### config.mk
export PLATFORM = sky130hd
export DESIGN_NAME = halfedge_torus_grid_navigator
export DESIGN_NICKNAME = d
export VERILOG_FILES = /design/src/rtl/core/htgn_pkg.sv /design/src/rtl/core/halfedge_torus_grid_navigator.sv
export SDC_FILE = /design/constraint.sdc
export NUM_CORES = 2
export LEC_CHECK = 0
export BUFFER_PORTS_ARGS = -buffer_cell sky130_fd_sc_hd__clkbuf_2
export CAP_MARGIN = 20
export CORE_MARGIN = 5
export CORE_UTILIZATION = 60
export DETAILED_ROUTE_END_ITERATION = 10
export GPL_TIMING_DRIVEN = 0
export PLACE_DENSITY = 0.77
export SLEW_MARGIN = 20
export SYNTH_ARGS = -nofsm -noshare
export SYNTH_HDL_FRONTEND = slang
export SYNTH_MEMORY_MAX_BITS = 65536
export SYNTH_SLANG_ARGS = --single-unit
### constraint.sdc
create_clock -name clk -period 74.8 [get_ports clk]
set_clock_uncertainty 0.05 [all_clocks]
set_input_delay 7.48 -clock clk [delete_from_list [all_inputs] [get_ports clk]]
set_output_delay 7.48 -clock clk [all_outputs]
set_load 0.02 [all_outputs]
### src/rtl/core/htgn_pkg.sv
// Shared types and constants for the torus grid halfedge navigator.
package htgn_pkg;

  localparam int HE_W   = 19;
  localparam int FACE_W = 17;
  localparam int EDGE_W = 18;
  localparam int VTX_W  = 16;
  localparam int CNT_W  = 9;
  localparam int LIM_W  = 21;
  localparam int PROD_W = 36;

  localparam int MAX_ROWS = 256;
  localparam int MAX_COLS = 256;

  localparam logic [17:0] RECIP3 = 18'd174763;
  localparam int RECIP3_SH = 19;

  localparam logic CFG_ROWS = 1'b0;
  localparam logic CFG_COLS = 1'b1;

  typedef enum logic [2:0] {
    SL_0 = 3'd0,
    SL_1 = 3'd1,
    SL_2 = 3'd2,
    SL_3 = 3'd3,
    SL_4 = 3'd4,
    SL_5 = 3'd5
  } slot_t;

  typedef struct packed {
    logic [CNT_W-1:0] row;
    logic [CNT_W-1:0] col;
  } pos_t;

  typedef struct packed {
    logic [HE_W-1:0]   h;
    logic              err;
    logic [PROD_W-1:0] prod;
    logic [VTX_W-1:0]  cidx;
    logic [2:0]        slot;
    logic [VTX_W-1:0]  dvd;
    logic [VTX_W-1:0]  quo;
    logic [CNT_W-1:0]  rem;
    pos_t              b;
    pos_t              u;
    pos_t              d;
    pos_t              l;
    pos_t              r;
    pos_t              ru;
    pos_t              dr;
    pos_t              dru;
    logic [VTX_W-1:0]  hcell;
    logic [VTX_W-1:0]  tcell;
    logic [VTX_W-1:0]  ocell;
    logic [HE_W-1:0]   nxt;
    logic [HE_W-1:0]   prv;
    logic [HE_W-1:0]   opp;
    logic [FACE_W-1:0] face;
    logic [EDGE_W-1:0] edge_n;
  } stage_t;

endpackage

### src/rtl/core/halfedge_torus_grid_navigator.sv
// Top level: pipelined halfedge neighbor lookup on a wrapping triangle grid.
// Throughput: one item per cycle while the result is not stalled; the cell/column divider runs 4 bits per stage.
// A stalled result freezes the whole pipeline; nothing is dropped or repeated.
// Reset (rst, synchronous, high): clears all stage valid bits, rows and cols return to 16.
module halfedge_torus_grid_navigator (
  input  logic        clk,
  input  logic        rst,
  input  logic        cfg_we,
  input  logic        cfg_index,
  input  logic [8:0]  cfg_data,
  input  logic        in_valid,
  output logic        in_ready,
  input  logic [18:0] halfedge,
  output logic        out_valid,
  input  logic        out_ready,
  output logic [18:0] next_halfedge,
  output logic [18:0] prev_halfedge,
  output logic [18:0] opposite_halfedge,
  output logic [16:0] face_number,
  output logic [17:0] edge_number,
  output logic [15:0] head_vertex,
  output logic [15:0] tail_vertex,
  output logic        index_error
);

  localparam int NS = 11;
  localparam int CW = htgn_pkg::CNT_W;
  localparam int ROW_LIM = htgn_pkg::MAX_ROWS;
  localparam int COL_LIM = htgn_pkg::MAX_COLS;

  logic [CW-1:0] grid_rows;
  logic [CW-1:0] grid_cols;
  logic [CW-1:0] nr;
  logic [CW-1:0] nc;
  logic [htgn_pkg::LIM_W-1:0] limit;
  logic [17:0] area;
  logic en;
  logic [NS:1] vld;
  htgn_pkg::stage_t stg [1:NS];
  htgn_pkg::stage_t nx [1:NS];

  function automatic htgn_pkg::pos_t mv_up(htgn_pkg::pos_t p, logic [CW-1:0] rn,
                                          logic [CW-1:0] cn);
    htgn_pkg::pos_t q;
    q.row = (p.row == '0) ? rn - 1'b1 : p.row - 1'b1;
    q.col = p.col;
    if (!q.row[0]) q.col = (p.col == cn - 1'b1) ? '0 : p.col + 1'b1;
    return q;
  endfunction

  function automatic htgn_pkg::pos_t mv_dn(htgn_pkg::pos_t p, logic [CW-1:0] rn,
                                          logic [CW-1:0] cn);
    htgn_pkg::pos_t q;
    q.row = (p.row == rn - 1'b1) ? '0 : p.row + 1'b1;
    q.col = p.col;
    if (q.row[0]) q.col = (p.col == '0) ? cn - 1'b1 : p.col - 1'b1;
    return q;
  endfunction

  function automatic htgn_pkg::pos_t mv_lf(htgn_pkg::pos_t p, logic [CW-1:0] cn);
    htgn_pkg::pos_t q;
    q.row = p.row;
    q.col = (p.col == '0) ? cn - 1'b1 : p.col - 1'b1;
    return q;
  endfunction

  function automatic htgn_pkg::pos_t mv_rt(htgn_pkg::pos_t p, logic [CW-1:0] cn);
    htgn_pkg::pos_t q;
    q.row = p.row;
    q.col = (p.col == cn - 1'b1) ? '0 : p.col + 1'b1;
    return q;
  endfunction

  function automatic logic [15:0] cell_of(htgn_pkg::pos_t p, logic [CW-1:0] cn);
    logic [17:0] m;
    m = p.row * cn + {9'd0, p.col};
    return m[15:0];
  endfunction

  always_comb begin
    nr = grid_rows;
    if (grid_rows == '0) nr = 9'd1;
    else if (grid_rows > CW'(ROW_LIM)) nr = CW'(ROW_LIM);
    nc = grid_cols;
    if (grid_cols == '0) nc = 9'd1;
    else if (grid_cols > CW'(COL_LIM)) nc = CW'(COL_LIM);
  end

  assign area = nr * nc;
  assign en = !vld[NS] || out_ready;
  assign in_ready = en;

  always_comb begin
    logic [9:0]  t;
    logic [17:0] x;
    logic [17:0] c3;
    logic [17:0] e3;
    logic [18:0] c6;
    htgn_pkg::pos_t hp;
    htgn_pkg::pos_t tp;
    htgn_pkg::pos_t op;
    logic [2:0] ns;
    logic [2:0] ps;
    logic [2:0] os;

    nx[1] = '0;
    nx[1].h = halfedge;
    nx[1].prod = halfedge[18:1] * htgn_pkg::RECIP3;

    nx[2] = stg[1];
    x = stg[1].h[18:1];
    nx[2].cidx = stg[1].prod[htgn_pkg::RECIP3_SH+15:htgn_pkg::RECIP3_SH];
    c3 = {2'b00, nx[2].cidx} + {1'b0, nx[2].cidx, 1'b0};
    nx[2].slot = {2'(x - c3), stg[1].h[0]};
    nx[2].err = {2'b00, stg[1].h} >= limit;
    nx[2].dvd = nx[2].cidx;
    nx[2].quo = '0;
    nx[2].rem = '0;

    for (int k = 3; k <= 6; k++) begin
      nx[k] = stg[k-1];
      for (int j = 0; j < 4; j++) begin
        t = {nx[k].rem, nx[k].dvd[15]};
        nx[k].dvd = {nx[k].dvd[14:0], 1'b0};
        if (t >= {1'b0, nc}) begin
          t = t - {1'b0, nc};
          nx[k].quo = {nx[k].quo[14:0], 1'b1};
        end else begin
          nx[k].quo = {nx[k].quo[14:0], 1'b0};
        end
        nx[k].rem = t[8:0];
      end
    end

    nx[7] = stg[6];
    nx[7].b.row = stg[6].quo[8:0];
    nx[7].b.col = stg[6].rem;
    nx[7].u = mv_up(nx[7].b, nr, nc);
    nx[7].d = mv_dn(nx[7].b, nr, nc);
    nx[7].l = mv_lf(nx[7].b, nc);
    nx[7].r = mv_rt(nx[7].b, nc);

    nx[8] = stg[7];
    nx[8].ru = mv_rt(stg[7].u, nc);

    nx[9] = stg[8];
    nx[9].dr = mv_dn(stg[8].r, nr, nc);
    nx[9].dru = mv_dn(stg[8].ru, nr, nc);

    nx[10] = stg[9];
    case (htgn_pkg::slot_t'(stg[9].slot))
      htgn_pkg::SL_0: begin
        hp = stg[9].d;   tp = stg[9].b;   op = stg[9].l;
      end
      htgn_pkg::SL_1: begin
        hp = stg[9].dr;  tp = stg[9].d;   op = stg[9].d;
      end
      htgn_pkg::SL_2: begin
        hp = stg[9].b;   tp = stg[9].dr;  op = stg[9].b;
      end
      htgn_pkg::SL_3: begin
        hp = stg[9].dru; tp = stg[9].dr;  op = stg[9].r;
      end
      htgn_pkg::SL_4: begin
        hp = stg[9].b;   tp = stg[9].dru; op = stg[9].u;
      end
      default: begin
        hp = stg[9].dr;  tp = stg[9].b;   op = stg[9].b;
      end
    endcase
    nx[10].hcell = cell_of(hp, nc);
    nx[10].tcell = cell_of(tp, nc);
    nx[10].ocell = cell_of(op, nc);

    nx[11] = stg[10];
    case (htgn_pkg::slot_t'(stg[10].slot))
      htgn_pkg::SL_0: begin ns = 3'd1; ps = 3'd2; os = 3'd3; end
      htgn_pkg::SL_1: begin ns = 3'd2; ps = 3'd0; os = 3'd4; end
      htgn_pkg::SL_2: begin ns = 3'd0; ps = 3'd1; os = 3'd5; end
      htgn_pkg::SL_3: begin ns = 3'd4; ps = 3'd5; os = 3'd0; end
      htgn_pkg::SL_4: begin ns = 3'd5; ps = 3'd3; os = 3'd1; end
      default:        begin ns = 3'd3; ps = 3'd4; os = 3'd2; end
    endcase
    c6 = {1'b0, stg[10].cidx, 2'b00} + {2'b00, stg[10].cidx, 1'b0};
    nx[11].nxt = c6 + {16'd0, ns};
    nx[11].prv = c6 + {16'd0, ps};
    nx[11].opp = {1'b0, stg[10].ocell, 2'b00} + {2'b00, stg[10].ocell, 1'b0}
                 + {16'd0, os};
    nx[11].face = {stg[10].cidx, 1'b0} + {16'd0, (stg[10].slot >= 3'd3)};
    if (stg[10].slot < 3'd3) begin
      e3 = {2'b00, stg[10].cidx} + {1'b0, stg[10].cidx, 1'b0};
      nx[11].edge_n = e3 + {15'd0, stg[10].slot};
    end else begin
      e3 = {2'b00, stg[10].ocell} + {1'b0, stg[10].ocell, 1'b0};
      nx[11].edge_n = e3 + {15'd0, os};
    end
    if (stg[10].err) begin
      nx[11].nxt = '0;
      nx[11].prv = '0;
      nx[11].opp = '0;
      nx[11].face = '0;
      nx[11].edge_n = '0;
      nx[11].hcell = '0;
      nx[11].tcell = '0;
    end
  end

  always_ff @(posedge clk) begin
    limit <= {1'b0, area, 2'b00} + {2'b00, area, 1'b0};
    if (rst) begin
      grid_rows <= 9'd16;
      grid_cols <= 9'd16;
      vld <= '0;
    end else begin
      if (cfg_we) begin
        case (cfg_index)
          htgn_pkg::CFG_ROWS: grid_rows <= cfg_data;
          htgn_pkg::CFG_COLS: grid_cols <= cfg_data;
          default: ;
        endcase
      end
      if (en) vld <= {vld[NS-1:1], in_valid};
    end
    if (en) begin
      for (int k = 1; k <= NS; k++) stg[k] <= nx[k];
    end
  end

  assign out_valid         = vld[NS];
  assign next_halfedge     = stg[NS].nxt;
  assign prev_halfedge     = stg[NS].prv;
  assign opposite_halfedge = stg[NS].opp;
  assign face_number       = stg[NS].face;
  assign edge_number       = stg[NS].edge_n;
  assign head_vertex       = stg[NS].hcell;
  assign tail_vertex       = stg[NS].tcell;
  assign index_error       = stg[NS].err;

  a_err_zero: assert property (@(posedge clk) disable iff (rst)
    out_valid && index_error |-> next_halfedge == '0 && prev_halfedge == '0 &&
      opposite_halfedge == '0 && edge_number == '0 && head_vertex == '0 &&
      tail_vertex == '0 && face_number == '0)
    else $error("error item carries nonzero fields");

  a_stall_hold: assert property (@(posedge clk) disable iff (rst)
    !en |=> $stable(vld))
    else $error("pipeline valid bits moved during stall");

  a_rst_clear: assert property (@(posedge clk)
    rst |=> !out_valid && vld == '0)
    else $error("valid bits not cleared by reset");

endmodule

==> results.json <==
{
  "outcome": "complete, but fails checks",
  "violations": "design-rule violations",
  "yosysSeqAreaShare_pct": 39.2,
  "crit_required_ps": 67270,
  "drtPass1Iterations": 9,
  "synth-seq-cells": 749,
  "final_nets": 6410,
  "post-route-period-util_pct": 21.5,
  "core_um2": 93000,
  "startpoint": "out_ready",
  "synth_nets": 6153,
  "gp_congestion": 0.959,
  "drive_above_1_share_pct": 10.3,
  "postSynthAreaPerCell_um2": 10.8,
  "grt_first_pass_wirelength_um": 209000,
  "ctsResizeCount": 0,
  "cts.clk_slew.worst_paths_ps": 70,
  "yosysWarnings": 0,
  "synth_common_cells": "edfxtp_1, inv_1, ha_1, nand2_1, nor2_1",
  "timing.rr.start": "grid_cols[8]$_SDFFE_PP0P_",
  "cts_max_level": 3,
  "cts_setup_buffers": 0,
  "rsz0062_at_grt": "no",
  "start_util_pct": 60.3,
  "fin_crit_ps": 16080,
  "portBuffers": 159,
  "crit_path_end": "in_ready",
  "io_pins": 161,
  "cts_buffer_depth": 3,
  "nFillCells": 7139,
  "grtUsageTotal_pct": 26.6,
  "wl_per_cell_um": 19.6,
  "cts_sinks": 749,
  "die_h_um": 316,
  "first_global_vias": 38700,
  "die_x_um": 316,
  "r2r_end": "stg[0][2290]$_DFFE_PP_",
  "synth_most_common_cell": "edfxtp_1",
  "drc": 2,
  "cp-end-kind": "output port",
  "grt_max_degree": 62,
  "numCtsBuffers": 77,
  "synthDistinctLibCells": 91,
  "num_rows": 112,
  "netlist_instances": 5176,
  "die_area_um2": 99800,
  "r2r_slack_ps": 62220,
  "avgViaCountPerCell": 5.71,
  "stdcell_count": 6751,
  "grt_overflow": 0,
  "min_path_type": "register to register",
  "yosys_most_used_dff": "edfxtp_1",
  "crit_fanout": 43,
  "antenna_found_initial": 2,
  "cp.arrival_ps": 8550,
  "finalWirelength_um": 132000,
  "insertion_delay_ps": 660,
  "holdBufCountCts": 0,
  "cts_tree": "built",
  "drv_cap": 0,
  "detail_route.iter0.violations": 3096,
  "cts_root_buf": "clkbuf_16",
  "async_flop_share_pct": 0,
  "synth_top_area_cell": "edfxtp_1",
  "netlist_area_um2": 56100,
  "ant_nets": 0,
  "fmax_mhz": 62.2,
  "vias": 38600,
  "max_slew_margin_pct": 16.8,
  "timing.setup.tns_ps": 0,
  "netlist.area_leader.share_pct": 37.4,
  "setup_viol": 0,
  "worst-setup-path-type": "input pin to output port",
  "hold_start": "stg[0][3581]$_DFFE_PP_",
  "area_delta_synth_final_pct": 9.71,
  "ff2ff_path_depth": 44,
  "final_max_slew_viol_count": 0,
  "dp_cells": 6608,
  "tightest_slew_ps": 1240,
  "hold_viol": 0,
  "synth_edf_count": 700,
  "startpoint_type": "input pin",
  "yosys-top-cells-area": "edfxtp_1, ha_1, fa_1, inv_1, xnor2_1",
  "place_hpwl_um": 103000
}
## layer usage
| metal | wire [um] | vias up | track usage [%] |
|---|---|---|---|
| li1 | - | 18200 | - |
| met1 | 52500 | 18700 | 34.2 |
| met2 | 64300 | 1405 | 45.5 |
| met3 | 9580 | 321 | 4.16 |
| met4 | 5590 | 0 | 10.7 |
| met5 | 0 | - | 0 |
## per-stage QoR
step	cell area (um2)	hold slack [ps]	worst slack, ps	utilization (%)
after floorplan	56100	350	40430	-
after global placement	58500	350	31270	62.9
after detailed placement	59000	355	58700	63.4
after CTS	61600	345	58690	66.2
final	61600	347	58720	66.2
after global routing	61600	356	58640	66.2
## area by class of cell
type / instances / area [um2] / share of cell area (%)
clock buffers: 88 / 2010 / 3.26
well taps: 1254 / 1570 / 2.55
plain buffers: 261 / 1470 / 2.39
diodes: 4 / 10.0 / 0.0162
clock inverters: 51 / 572 / 0.928
inverters: 638 / 2400 / 3.89
repair buffers: 178 / 1270 / 2.06
multi-input cells: 3528 / 30300 / 49.2
flip-flops and latches: 749 / 22000 / 35.7
## critical path, cell delays in order
cell and delay (ps):
clkbuf_2 70, nor2b_1 50, inv_1 70, clkbuf_4 580
clkbuf_2 290
## registers in the layout (all words and copies together) (netlist names)
signal     cells
grid_cols      9
grid_rows      9
limit         20
stg          700
vld           11
## kinds of logic (layout without fill, tap and decap cells)
group                      after synthesis  after routing  share of synthesized area [%]
adders and majority gates              943            943                           25.8
buffers and inverters                  899           1216                           6.87
xor gates and xnor gates               355            355                           5.54
other                                    0              4                              0
DFF                                    749            749                           39.2
AOI/OAI and AO/OA                      815            815                           9.28
muxes                                  137            137                           2.74
and+or+nand+nor                       1278           1278                           10.6
## worst min-delay path by stage
stage / end / slack (ps) / depth (start not counted)
detailed placement: stg[0][1563]$_DFFE_PP_ / 350 / 0
global route: stg[0][3981]$_DFFE_PP_ / 360 / 0
finish: stg[0][3981]$_DFFE_PP_ / 350 / 0
floorplan: stg[0][1165]$_DFFE_PP_ / 350 / 0
global placement: stg[0][3967]$_DFFE_PP_ / 350 / 0
CTS: stg[0][3981]$_DFFE_PP_ / 340 / 0
## layout by cell type, fill, tap and decap left out, drive strengths merged, types with 21 or more instances in the layout
cell type and count:
o22ai 43, ha 582, mux2i 49, nor2 370, nand3 47, a211oi 21, clkinv 37, nand2 446
mux2 88, inv 638, fa 361, xor2 149, a22oi 31, and2 54, nand4 43, buf 165
xnor2 206, clkbuf 362, o21ai 161, o21bai 47, a21o 90, dfxtp 49, o21a 26, nand2b 36
a21oi 272, edfxtp 700, nor2b 128, nor3 67
Power is left out: the tool's default activity adds up to more than one toggle a clock period on the data nets, which glitch-free logic cannot reach.
